### config.mk
export PLATFORM = sky130hd
export DESIGN_NAME = bsrm_queue
export DESIGN_NICKNAME = d
export VERILOG_FILES = /design/src/rtl/bsrm_pkg.sv /design/src/rtl/bsrm_queue.sv
export SDC_FILE = /design/constraint.sdc
export NUM_CORES = 1
export LEC_CHECK = 0
export ABC_AREA = 0
export BUFFER_PORTS_ARGS = -buffer_cell sky130_fd_sc_hd__buf_2
export CAP_MARGIN = 20
export CORE_ASPECT_RATIO = 2
export CORE_MARGIN = 5
export CORE_UTILIZATION = 45
export DETAILED_ROUTE_END_ITERATION = 10
export PLACE_DENSITY = 0.68
export REMOVE_ABC_BUFFERS = 1
export SYNTH_ARGS = -nofsm -noshare
export SYNTH_HDL_FRONTEND = slang
export SYNTH_SLANG_ARGS = --single-unit
export TNS_END_PERCENT = 50
### constraint.sdc
create_clock -name clock -period 7.54 [get_ports clock]
set_input_delay 0.754 -clock clock [delete_from_list [all_inputs] [get_ports clock]]
set_output_delay 0.754 -clock clock [all_outputs]
set_load 0.02 [all_outputs]
### src/rtl/bsrm_pkg.sv
// ----------------------------------------------------------------------------
// bsrm_pkg
// Shared types, codes and sizes of the byte SIMD register machine.
// ----------------------------------------------------------------------------
package bsrm_pkg;

   localparam int NUM_REGS_DEF = 8;
   localparam int LANES_DEF    = 16;

   localparam int TAB_DEPTH = 65536;
   localparam int TAB_AW    = 16;

   localparam int ROW_IW  = 8;
   localparam int LANE_IW = 5;
   localparam int Q_DEPTH = 4;

   localparam int CSR_AW = 3;
   localparam int CSR_DW = 32;
   localparam logic CSR_CONST_LIMIT = 1'b0;
   localparam logic [7:0] CONST_LIMIT_RST = 8'd127;

   localparam logic [1:0] REQ_EXEC  = 2'd0;
   localparam logic [1:0] REQ_WREG  = 2'd1;
   localparam logic [1:0] REQ_RREG  = 2'd2;
   localparam logic [1:0] REQ_WTAB  = 2'd3;

   localparam logic [1:0] OP_ADD = 2'd0;
   localparam logic [1:0] OP_SUB = 2'd1;
   localparam logic [1:0] OP_MUL = 2'd2;
   localparam logic [1:0] OP_DIV = 2'd3;

   localparam logic [2:0] K_ALU  = 3'd0;
   localparam logic [2:0] K_DIV  = 3'd1;
   localparam logic [2:0] K_WREG = 3'd2;
   localparam logic [2:0] K_RREG = 3'd3;
   localparam logic [2:0] K_WTAB = 3'd4;
   localparam logic [2:0] K_ERR  = 3'd5;

   typedef struct packed {
      logic [2:0]         kind;
      logic [ROW_IW-1:0]  dst;
      logic [ROW_IW-1:0]  src;
      logic [ROW_IW-1:0]  brow;
      logic               use_reg;
      logic [7:0]         imm;
      logic [1:0]         op;
      logic [LANE_IW-1:0] lane;
      logic [7:0]         data;
      logic [TAB_AW-1:0]  tix;
      logic               eop;
   } cmd_type;

endpackage

### src/rtl/bsrm_queue.sv
// ----------------------------------------------------------------------------
// bsrm_queue
// Short command queue between the front and the back.
// ----------------------------------------------------------------------------
module bsrm_queue (
   input  logic              clock,
   input  logic              reset,
   input  logic              push,
   input  bsrm_pkg::cmd_type push_cmd,
   input  logic              pop,
   output logic              full,
   output logic              head_valid,
   output bsrm_pkg::cmd_type head_cmd
);
   import bsrm_pkg::*;

   localparam int PW = $clog2(Q_DEPTH);
   localparam int CW = $clog2(Q_DEPTH + 1);

   cmd_type         slot_ff [Q_DEPTH];
   logic [PW-1:0]   wr_ptr_ff;
   logic [PW-1:0]   wr_ptr_in;
   logic [PW-1:0]   rd_ptr_ff;
   logic [PW-1:0]   rd_ptr_in;
   logic [CW-1:0]   count_ff;
   logic [CW-1:0]   count_in;
   logic            do_push;
   logic            do_pop;

   assign full       = count_ff == CW'(Q_DEPTH);
   assign head_valid = count_ff != '0;
   assign head_cmd   = slot_ff[rd_ptr_ff];
   assign do_push    = push && !full;
   assign do_pop     = pop && head_valid;

   always_comb begin
      wr_ptr_in = do_push ? wr_ptr_ff + PW'(1) : wr_ptr_ff;
      rd_ptr_in = do_pop ? rd_ptr_ff + PW'(1) : rd_ptr_ff;
      count_in  = count_ff + CW'(do_push) - CW'(do_pop);
   end

   always_ff @(posedge clock) begin
      if (reset) begin
         wr_ptr_ff <= '0;
         rd_ptr_ff <= '0;
         count_ff  <= '0;
      end else begin
         wr_ptr_ff <= wr_ptr_in;
         rd_ptr_ff <= rd_ptr_in;
         count_ff  <= count_in;
      end
   end

   always_ff @(posedge clock) begin
      if (do_push) begin
         slot_ff[wr_ptr_ff] <= push_cmd;
      end
   end

endmodule

==> impl_metrics.csv <==
group,metric,value,unit
setup_path,worstPathArrival,2870,ps
synth,syn_inst,405,
min_path,hp-class,"in -> reg",
sta,finalSetupViolCount,0,
placed_design,dpl_worst_slack,4340,ps
clock_tree,clk_pin_slew,70,ps
placed_design,gp_congestion,0.695,
floorplanning,ios,142,
sta,tightest_slew,1110,ps
route,drtPass1Iterations,4,
sta,hold_viol,0,
floorplanning,die-height,224,um
clock_tree,cts.path.max_buffers,3,
floorplanning,die_area,26200,um^2
status,status,"complete, no violations",
cells_and_area,drive_gt1_share,44.0,%
clock_tree,cts_root_buffer,"clkbuf_16",
clock_tree,clock-sinks,281,
sta,grt_setup_unrepaired,"false",
sta,finalWorstSetupSlack,3920,ps
clock_tree,cts_resized,0,
route,drcViolationCount,0,
clock_tree,cts_setup_buffers,0,
synth,seq_area_frac_synth,81.1,%
pwr,power,4.24,mW
setup_path,end_kind,"output port",
setup_path,path_max_fanout,43,
cells_and_area,final_nets,635,
setup_path,rr_worst_depth,11,
route,vias,4538,
setup_path,cp_slowest_cell,"buf_4",
synth,ys_warn_count,0,
min_path,holdPathEnd,"slot_ff[3][53]",
min_path,hold_depth,1,
route,post_drt_wl_per_cell,22.5,um
route,ant_nets,0,
setup_path,timing.rr.end,"count_ff[2]",
sta,slew_headroom,26.1,%
sta,skew,5.54,ps
setup_path,cpPeakStageDelay,790,ps
sta,min_period,3620,ps
synth,synth_ff_type,"edfxtp_1",
clock_tree,cts_tree,"done",
pwr,powerDensity,352,nW/um^2
floorplanning,core-area,22600,um^2
clock_tree,numCtsBuffers,24,
cells_and_area,antenna_cells,0,
route,drtIter0Drc,262,
synth,async_flop_share,0,%
route,via_per_inst,5.32,
route,wirelength,19200,um
pwr,vdd.ir_drop.worst,0.304,mV
floorplanning,fp.dieW,117,um
global_route,antenna_found_initial,1,
global_route,grt_pass1_wl,29100,um
synth,synth_fa_ha_area_share,0.923,%
synth,synthMuxAreaShare,15.0,%
synth,synthSimpleGateAreaFrac,0.948,%
synth,synth-seq-cells,281,
global_route,grt_pass1_vias,5222,
clock_tree,hold_buffers,0,
sta,setup_tns,0,ps
global_route,grt_max_degree,69,
synth,synth-edff-count,272,
cells_and_area,utilization,53.2,%
sta,fmax,276,MHz
global_route,grt_usage,14.9,%
placed_design,hpwl,11400,um
floorplanning,row_count,78,
clock_tree,insertion_delay,520,ps
global_route,overflow,0,
flow_run,cap_viol_max_count,0,
setup_path,r2r_slack,5060,ps
setup_path,critPathRequiredTime,6790,ps
floorplanning,start_util,45.5,%
placed_design,io_buffers,141,
setup_path,path_class,"reg -> out",
synth,ys_types,25,
sta,fin_crit_sh,48.1,%
min_path,min-delay-start,"push_cmd[53]",
clock_tree,htree_num_levels,1,
sta,final_max_slew_viol_count,0,
synth,synthXorXnorAreaFrac,0.255,%
cells_and_area,syn_to_final_growth,16.9,%
synth,synth_compound_area_share,0.267,%
synth,synth_top_family_by_area,"multiplexers",
synth,netlist_area,10300,um^2
setup_path,path_cells,"buf_4, mux4_2, buf_2",
setup_path,startpoint_type,"register",
synth,avgSynthCellArea,25.4,um^2
pwr,cellLeakagePower,4.01,nW
setup_path,reg2reg_from,"count_ff[1]",
==> cells in the final DEF, fill, tap and decap left out, types with 2 or more instances in the layout <==
cell type   instances
mux4_2             68
ha_1                6
clkinv_2            2
dfxtp_1             7
nor2_1              6
nand2b_1            2
clkinv_1            5
clkbuf_16          25
bufinv_16           3
inv_1               6
buf_2             141
or3_1               2
clkbuf_1            2
xor2_1              2
edfxtp_1          272
clkinvlp_4          3
inv_6               2
dfxtp_4             2
and2_4              4
==> worst max-delay path: cells and delay by family (launching register included) <==
family                 cells  cell delay, ps
buffers and inverters      2             980
DFF                        1             690
muxes                      1             650
==> Yosys cell counts (2+ instances only) <==
| library cell | instances | area (um^2) |
|---|---|---|
| and2_1 | 5 | 31.3 |
| or3_1 | 2 | 12.5 |
| buf_12 | 3 | 60.1 |
| dfxtp_1 | 9 | 180 |
| clkbuf_1 | 5 | 18.8 |
| inv_1 | 6 | 22.5 |
| buf_2 | 4 | 20.0 |
| nor2_1 | 6 | 22.5 |
| nand2b_1 | 2 | 12.5 |
| mux4_2 | 68 | 1530 |
| edfxtp_1 | 272 | 8170 |
| buf_4 | 4 | 30.0 |
| xor2_1 | 2 | 17.5 |
| ha_1 | 6 | 75.1 |
==> registers in the layout (all words and copies together), names as in the netlist, named ones only <==
register	count
count_ff	3
rd_ptr_ff	2
slot_ff	272
wr_ptr_ff	2
==> where the power goes <==
group	leakage (nW)	switching (mW)	total, mW	internal [mW]
registers	2.57	0.104	2.00	1.90
clock network	0.382	0.534	1.25	0.711
logic	1.06	0.564	0.987	0.423
total	4.01	1.20	4.24	3.03
==> per-stage QoR <==
| step | cells | hold slack (ps) | instance area (um^2) |
|---|---|---|---|
| after floorplan | 388 | 481 | 10200 |
| after global placement | 810 | 493 | 11200 |
| after detailed placement | 810 | 530 | 11200 |
| after CTS | 853 | 426 | 12000 |
| after global routing | 853 | 431 | 12000 |
| final | 853 | 448 | 12000 |
==> cell type report <==
cell class | count | area [um^2]
inverter | 6 | 22.5
tap | 280 | 350
clock buffer | 27 | 633
multi-input combinational | 101 | 1800
sequential | 281 | 8360
clock inverter | 16 | 168
timing repair buffer | 142 | 713
fill | 1785 | 10600
==> per-layer routing <==
metal	track usage, %	vias up	wire, um
li1	-	2012	-
met1	15.9	2387	6360
met2	29.0	107	11500
met3	2.38	30	908
met4	4.67	2	412
met5	0	-	13
==> how the worst max path moves through the flow <==
stage | endpoint | cells after the start
final | head_cmd[14] | 3
after global routing | head_cmd[14] | 3
after CTS | head_cmd[14] | 3
after detailed placement | head_cmd[14] | 3
after global placement | head_cmd[14] | 3
after floorplan | head_cmd[0] | 1
==> kinds of logic (layout without fill, tap and decap cells) <==
group | Yosys count | count (layout)
flops | 281 | 281
mux | 69 | 69
buf+inv | 23 | 191
simple gates | 18 | 18
fa+ha+maj | 7 | 7
compound gates | 4 | 4
xor+xnor | 3 | 3
No activity file was read; power rests on OpenSTA's default activity.
