## config.mk

```make
export PLATFORM = sky130hd
export DESIGN_NAME = bsrm_front
export DESIGN_NICKNAME = d
export VERILOG_FILES = /design/src/rtl/bsrm_pkg.sv /design/src/rtl/bsrm_front.sv
export SDC_FILE = /design/constraint.sdc
export NUM_CORES = 1
export LEC_CHECK = 0
export BUFFER_PORTS_ARGS = -buffer_cell sky130_fd_sc_hd__buf_2
export CORE_AREA = 2 2 74 76
export DETAILED_ROUTE_END_ITERATION = 10
export DIE_AREA = 0 0 76 78
export MAX_ROUTING_LAYER = met4
export PLACE_DENSITY = 0.77
export SYNTH_ARGS = -nofsm -noshare
export SYNTH_HDL_FRONTEND = slang
export SYNTH_SLANG_ARGS = --single-unit
export TNS_END_PERCENT = 50
```

## constraint.sdc

```tcl
create_clock -name clock -period 6.58 [get_ports clock]
set_input_delay 0.658 -clock clock [delete_from_list [all_inputs] [get_ports clock]]
set_output_delay 0.658 -clock clock [all_outputs]
set_load 0.01 [all_outputs]
```

## src/rtl/bsrm_pkg.sv

```systemverilog
// ----------------------------------------------------------------------------
// bsrm_pkg
// Shared types, codes and sizes of the byte SIMD register machine.
// ----------------------------------------------------------------------------
package bsrm_pkg;

   localparam int NUM_REGS_DEF = 8;
   localparam int LANES_DEF    = 16;

   localparam int TAB_DEPTH = 65536;
   localparam int TAB_AW    = 16;

   localparam int ROW_IW  = 8;
   localparam int LANE_IW = 5;
   localparam int Q_DEPTH = 4;

   localparam int CSR_AW = 3;
   localparam int CSR_DW = 32;
   localparam logic CSR_CONST_LIMIT = 1'b0;
   localparam logic [7:0] CONST_LIMIT_RST = 8'd127;

   localparam logic [1:0] REQ_EXEC  = 2'd0;
   localparam logic [1:0] REQ_WREG  = 2'd1;
   localparam logic [1:0] REQ_RREG  = 2'd2;
   localparam logic [1:0] REQ_WTAB  = 2'd3;

   localparam logic [1:0] OP_ADD = 2'd0;
   localparam logic [1:0] OP_SUB = 2'd1;
   localparam logic [1:0] OP_MUL = 2'd2;
   localparam logic [1:0] OP_DIV = 2'd3;

   localparam logic [2:0] K_ALU  = 3'd0;
   localparam logic [2:0] K_DIV  = 3'd1;
   localparam logic [2:0] K_WREG = 3'd2;
   localparam logic [2:0] K_RREG = 3'd3;
   localparam logic [2:0] K_WTAB = 3'd4;
   localparam logic [2:0] K_ERR  = 3'd5;

   typedef struct packed {
      logic [2:0]         kind;
      logic [ROW_IW-1:0]  dst;
      logic [ROW_IW-1:0]  src;
      logic [ROW_IW-1:0]  brow;
      logic               use_reg;
      logic [7:0]         imm;
      logic [1:0]         op;
      logic [LANE_IW-1:0] lane;
      logic [7:0]         data;
      logic [TAB_AW-1:0]  tix;
      logic               eop;
   } cmd_type;

endpackage

```

## src/rtl/bsrm_front.sv

```systemverilog
// ----------------------------------------------------------------------------
// bsrm_front
// Control register port, request intake and classification into commands.
// ----------------------------------------------------------------------------
module bsrm_front #(
   parameter int NUM_REGS = bsrm_pkg::NUM_REGS_DEF,
   parameter int LANES    = bsrm_pkg::LANES_DEF
) (
   input  logic                        clock,
   input  logic                        reset,
   input  logic                        csr_psel,
   input  logic                        csr_penable,
   input  logic                        csr_pwrite,
   input  logic [bsrm_pkg::CSR_AW-1:0] csr_paddr,
   input  logic [bsrm_pkg::CSR_DW-1:0] csr_pwdata,
   output logic [bsrm_pkg::CSR_DW-1:0] csr_prdata,
   output logic                        csr_pready,
   input  logic                        req_valid,
   output logic                        req_ready,
   input  logic [1:0]                  req_type,
   input  logic [2:0]                  req_dest_reg,
   input  logic [2:0]                  req_src_reg,
   input  logic [1:0]                  req_opcode,
   input  logic [8:0]                  req_arg_code,
   input  logic [3:0]                  req_lane,
   input  logic [7:0]                  req_data,
   input  logic [15:0]                 req_table_index,
   input  logic                        req_end_of_program,
   input  logic                        q_full,
   output logic                        q_push,
   output bsrm_pkg::cmd_type           q_cmd
);
   import bsrm_pkg::*;

   localparam logic [8:0] NR9 = 9'(NUM_REGS);
   localparam logic [5:0] NL6 = 6'(LANES);

   logic [7:0] const_limit_ff;
   logic [7:0] const_limit_in;
   logic       use_reg;
   logic [8:0] areg9;
   logic       dst_bad;
   logic       src_bad;
   logic       arg_bad;
   logic       lane_bad;

   assign csr_pready = 1'b1;

   always_comb begin
      const_limit_in = const_limit_ff;
      if (csr_psel && csr_penable && csr_pwrite && csr_paddr[2] == CSR_CONST_LIMIT) begin
         const_limit_in = csr_pwdata[7:0];
      end
   end

   always_ff @(posedge clock) begin
      if (reset) begin
         const_limit_ff <= CONST_LIMIT_RST;
      end else begin
         const_limit_ff <= const_limit_in;
      end
   end

   assign csr_prdata = (csr_paddr[2] == CSR_CONST_LIMIT) ?
                       {{(CSR_DW-8){1'b0}}, const_limit_ff} : '0;

   assign req_ready = !q_full;
   assign q_push    = req_valid && !q_full;

   assign use_reg  = req_arg_code > {1'b0, const_limit_ff};
   assign areg9    = req_arg_code - {1'b0, const_limit_ff} - 9'd1;
   assign dst_bad  = {6'd0, req_dest_reg} >= NR9;
   assign src_bad  = {6'd0, req_src_reg} >= NR9;
   assign arg_bad  = use_reg && (areg9 >= NR9);
   assign lane_bad = {2'd0, req_lane} >= NL6;

   always_comb begin
      q_cmd         = '0;
      q_cmd.dst     = ROW_IW'({6'd0, req_dest_reg});
      q_cmd.src     = ROW_IW'({6'd0, req_src_reg});
      q_cmd.brow    = use_reg ? areg9[ROW_IW-1:0] : '0;
      q_cmd.use_reg = use_reg;
      q_cmd.imm     = req_arg_code[7:0];
      q_cmd.op      = req_opcode;
      q_cmd.lane    = LANE_IW'({1'b0, req_lane});
      q_cmd.data    = req_data;
      q_cmd.tix     = req_table_index;
      unique case (req_type)
         REQ_EXEC: begin
            q_cmd.eop = req_end_of_program;
            if (dst_bad || src_bad || arg_bad) begin
               q_cmd.kind = K_ERR;
            end else if (req_opcode == OP_DIV) begin
               q_cmd.kind = K_DIV;
            end else begin
               q_cmd.kind = K_ALU;
            end
         end
         REQ_WREG: begin
            q_cmd.kind = (dst_bad || lane_bad) ? K_ERR : K_WREG;
         end
         REQ_RREG: begin
            q_cmd.kind = (src_bad || lane_bad) ? K_ERR : K_RREG;
         end
         default: begin
            q_cmd.kind = K_WTAB;
         end
      endcase
   end

endmodule

```

==> impl_results.md <==
* Share of cells above drive strength 1 at 0.317
* Hpwl dp at roughly 2700 um
* Worst hold-check path type: register to register
* Gr usage total at 0.101
* Max reg flops at 8
* Largest fanout on the critical path at 4
* Ys async rst share at 0
* Sequential fraction of the synthesis area at 0.100
* Cells after Synth at about 220
* Hold Buf Count CTS at 0
* Port Buffers at 62
* Largest net degree at the start of global routing at 17
* Area grow syn2layout at -4.61%
* Worst Tran Pin Value at 0.551 ns
* RSZ-0062 raised after global routing: false
* FF+latch area at between 150 and 200 um^2
* Fmax at roughly 0.28 GHz
* Seq cells post-synth at 8
* Crit path cell chain: buf_2 > ha_1 > fa_1 > a211oi_2 > nor2_1 > a211oi_1 > nand3_1 > nor4_4 > o22ai_1 > buf_2
* Critical Path RT at 5.92 ns
* Final worst slack at 2.99 ns
* Layout fillers at between 500 and 600
* Core ar. at 5040 um^2
* Hold Startpoint: const_limit_ff[5]
* Critical path arrival at ~2.9 ns
* Die height at 78 um
* CTS H-Tree Depth at 1
* Clock Sinks at 8
* Nets@finish at between 300 and 400
* Detailed Route Iter0 Violations at 29
* Place WS at between 2 and 3 ns
* Worst setup SP type: input pin
* Overflow after GRT at 0
* PD cells at roughly 130 nW/um^2
* Clock-pin transition on the worst setup and hold timing paths at ~0.040 ns
* Clk Tree Root Cell: clkbuf_8
* Routed WL at 3170 um
* Setup_tns at 0 ns
* Worst Skew at 0 ns
* Width of the die at about 76 um
* Ratio of final minimum period to clock period at 0.546
* Primary FF master, synth: dfxtp_1
* Vias/cell at between 4 and 5
* Cell variety after synth at 47
* Status: complete, no violations
* Ports at between 150 and 200
* Initial Util at 0.317
* Peak VDD IR at roughly 0.11 mV
* First-pass DRT Iterations at 4
* Rel. slew slack at 0.632
* Initial antenna violation count at 0
* Power Total at around 0.20 mW
* Reg with most FFs: const_limit_ff
* Worst path top cell family by delay: compound AO/OA/AOI/OAI gates
* Max-cap violations at 0
* Post-synth EDFFs at 0
* DR vias at around 1300
* Die area at 5930 um^2
* Clk buf depth at 2
* Std-Cell Rows at 26
* Worst reg2reg path startpoint: const_limit_ff[1]
* Mapped Area at roughly 1600 um^2
* Final min period at roughly 3.6 ns
* Postcts setup bufs at 0
* Clk Latency, worst-skew pair at roughly 0.22 ns
* Yosys warning count at 0
* Global placement routability congestion at ~0.79
* CP peak stage delay at 0.43 ns
* Vias in the first global route at around 1000
* First-pass GRT wire length at between 4000 and 5000 um
* Final Setup Violations at 0
* Slew Viols, Final at 0
* Crit path kind: input pin to primary output
* N_diodes at 0
* Crit path top cell by count: buf_2
* Hold Fails Final Rpt at 0
* Biggest regs: const_limit_ff x8
* Avg Cell Area, Syn at ~7.4 um^2
* Buf/Inv on CP at 2
* Routed WL per cell at between 10 and 15 um
* Residual DRC at 0
* Setup crit start: req_arg_code[0]
* Final ANT Viol Nets at 0
* Multi-input gate area at between 800 and 900 um^2
* Resized cells post-CTS at 0
* CP endpoint kind: primary output
* Slowest cell on crit path: fa_1
* Leakage power at roughly 0.84 nW
* Total CTS buffers at 3
* TritonCTS clock tree: done
==> worst register-to-register path: cells and delay by family (launching register included) <==
| kind | cells | cell delay, ns |
|---|---|---|
| AOI/OAI and AO/OA | 1 | 0.27 |
| DFF | 1 | 0.29 |
| and+or+nand+nor | 1 | 0.07 |
| buffers and inverters | 1 | 0.13 |
==> path summary, 6_finish.rpt <==
check             depth (start not counted)                 to  slack, ns
hold reg to reg                           3  const_limit_ff[5]       0.58
setup / recovery                         10          q_cmd[67]       2.99
hold / removal                            3  const_limit_ff[5]       0.58
setup reg to reg                          3  const_limit_ff[1]       5.71
==> synthesized netlist by cell type (2+ instances only) <==
cell | count | share of area
nor3_1 | 2 | 0.0063
buf_4 | 81 | 0.38
inv_1 | 15 | 0.035
nand3_1 | 3 | 0.0094
nor2b_1 | 6 | 0.023
a21oi_1 | 7 | 0.022
ha_1 | 10 | 0.078
nor2_1 | 27 | 0.063
dfxtp_1 | 8 | 0.10
xnor2_1 | 3 | 0.016
clkbuf_1 | 2 | 0.0047
nand2_1 | 5 | 0.012
nor3b_1 | 2 | 0.0094
a21o_1 | 2 | 0.0094
o21ai_1 | 2 | 0.0063
buf_2 | 2 | 0.0063
a211o_1 | 7 | 0.038
conb_1 | 2 | 0.0047
==> per-stage QoR <==
step	util	hold WS, ns	std cells	instance area, um^2
after floorplan	-	0.545	249	1730
after global placement	0.295	0.559	294	1490
after detailed placement	0.295	0.574	294	1490
after CTS	0.303	0.584	297	1530
after global routing	0.303	0.618	297	1530
final	0.303	0.579	297	1530
==> power breakdown <==
group / switching (mW) / internal, mW
logic: 0.0568 / 0.0369
registers: 0.000446 / 0.0503
clock network: 0.0173 / 0.0395
total: 0.0745 / 0.127
==> routing by layer <==
layer | vias to the layer above | track usage | share of wire
met5 | - | - | 0
met4 | 0 | 0.0545 | 0.019
met3 | 8 | 0.0140 | 0.086
met2 | 76 | 0.178 | 0.49
met1 | 553 | 0.112 | 0.41
li1 | 617 | - | -
==> cell families after synthesis <==
| kind of cell | Yosys count | share of synthesized area |
|---|---|---|
| AND/OR/NAND/NOR | 56 | 0.186 |
| AO/OA/AOI/OAI | 30 | 0.152 |
| XOR/XNOR | 4 | 0.0219 |
| other | 2 | 0.00469 |
| adder cells (fa/ha/maj) | 11 | 0.0907 |
| flip-flops | 8 | 0.100 |
| multiplexers | 1 | 0.00626 |
| buffers and inverters | 103 | 0.438 |
==> layout by cell type (no fill, tap or decap), types with 2 or more instances in the layout <==
cell type and instances:
nor3_1 2, nand2_1 5, a21o_1 2, inv_1 15
dfxtp_1 8, nand3_1 3, xnor2_1 3, nor2_1 27
ha_1 10, a21oi_1 7, conb_1 36, buf_2 62
nor3b_1 2, clkbuf_8 3, o21ai_1 2, nor2b_1 6
a211o_1 7
==> final cells by class <==
cell class | instances | area share
flip-flops and latches | 8 | 0.105
multi-input cells | 138 | 0.568
well taps | 70 | 0.0574
inverters | 16 | 0.0393
clock buffers | 3 | 0.0270
repair buffers | 62 | 0.203
(Power assumes the default switching activity.)
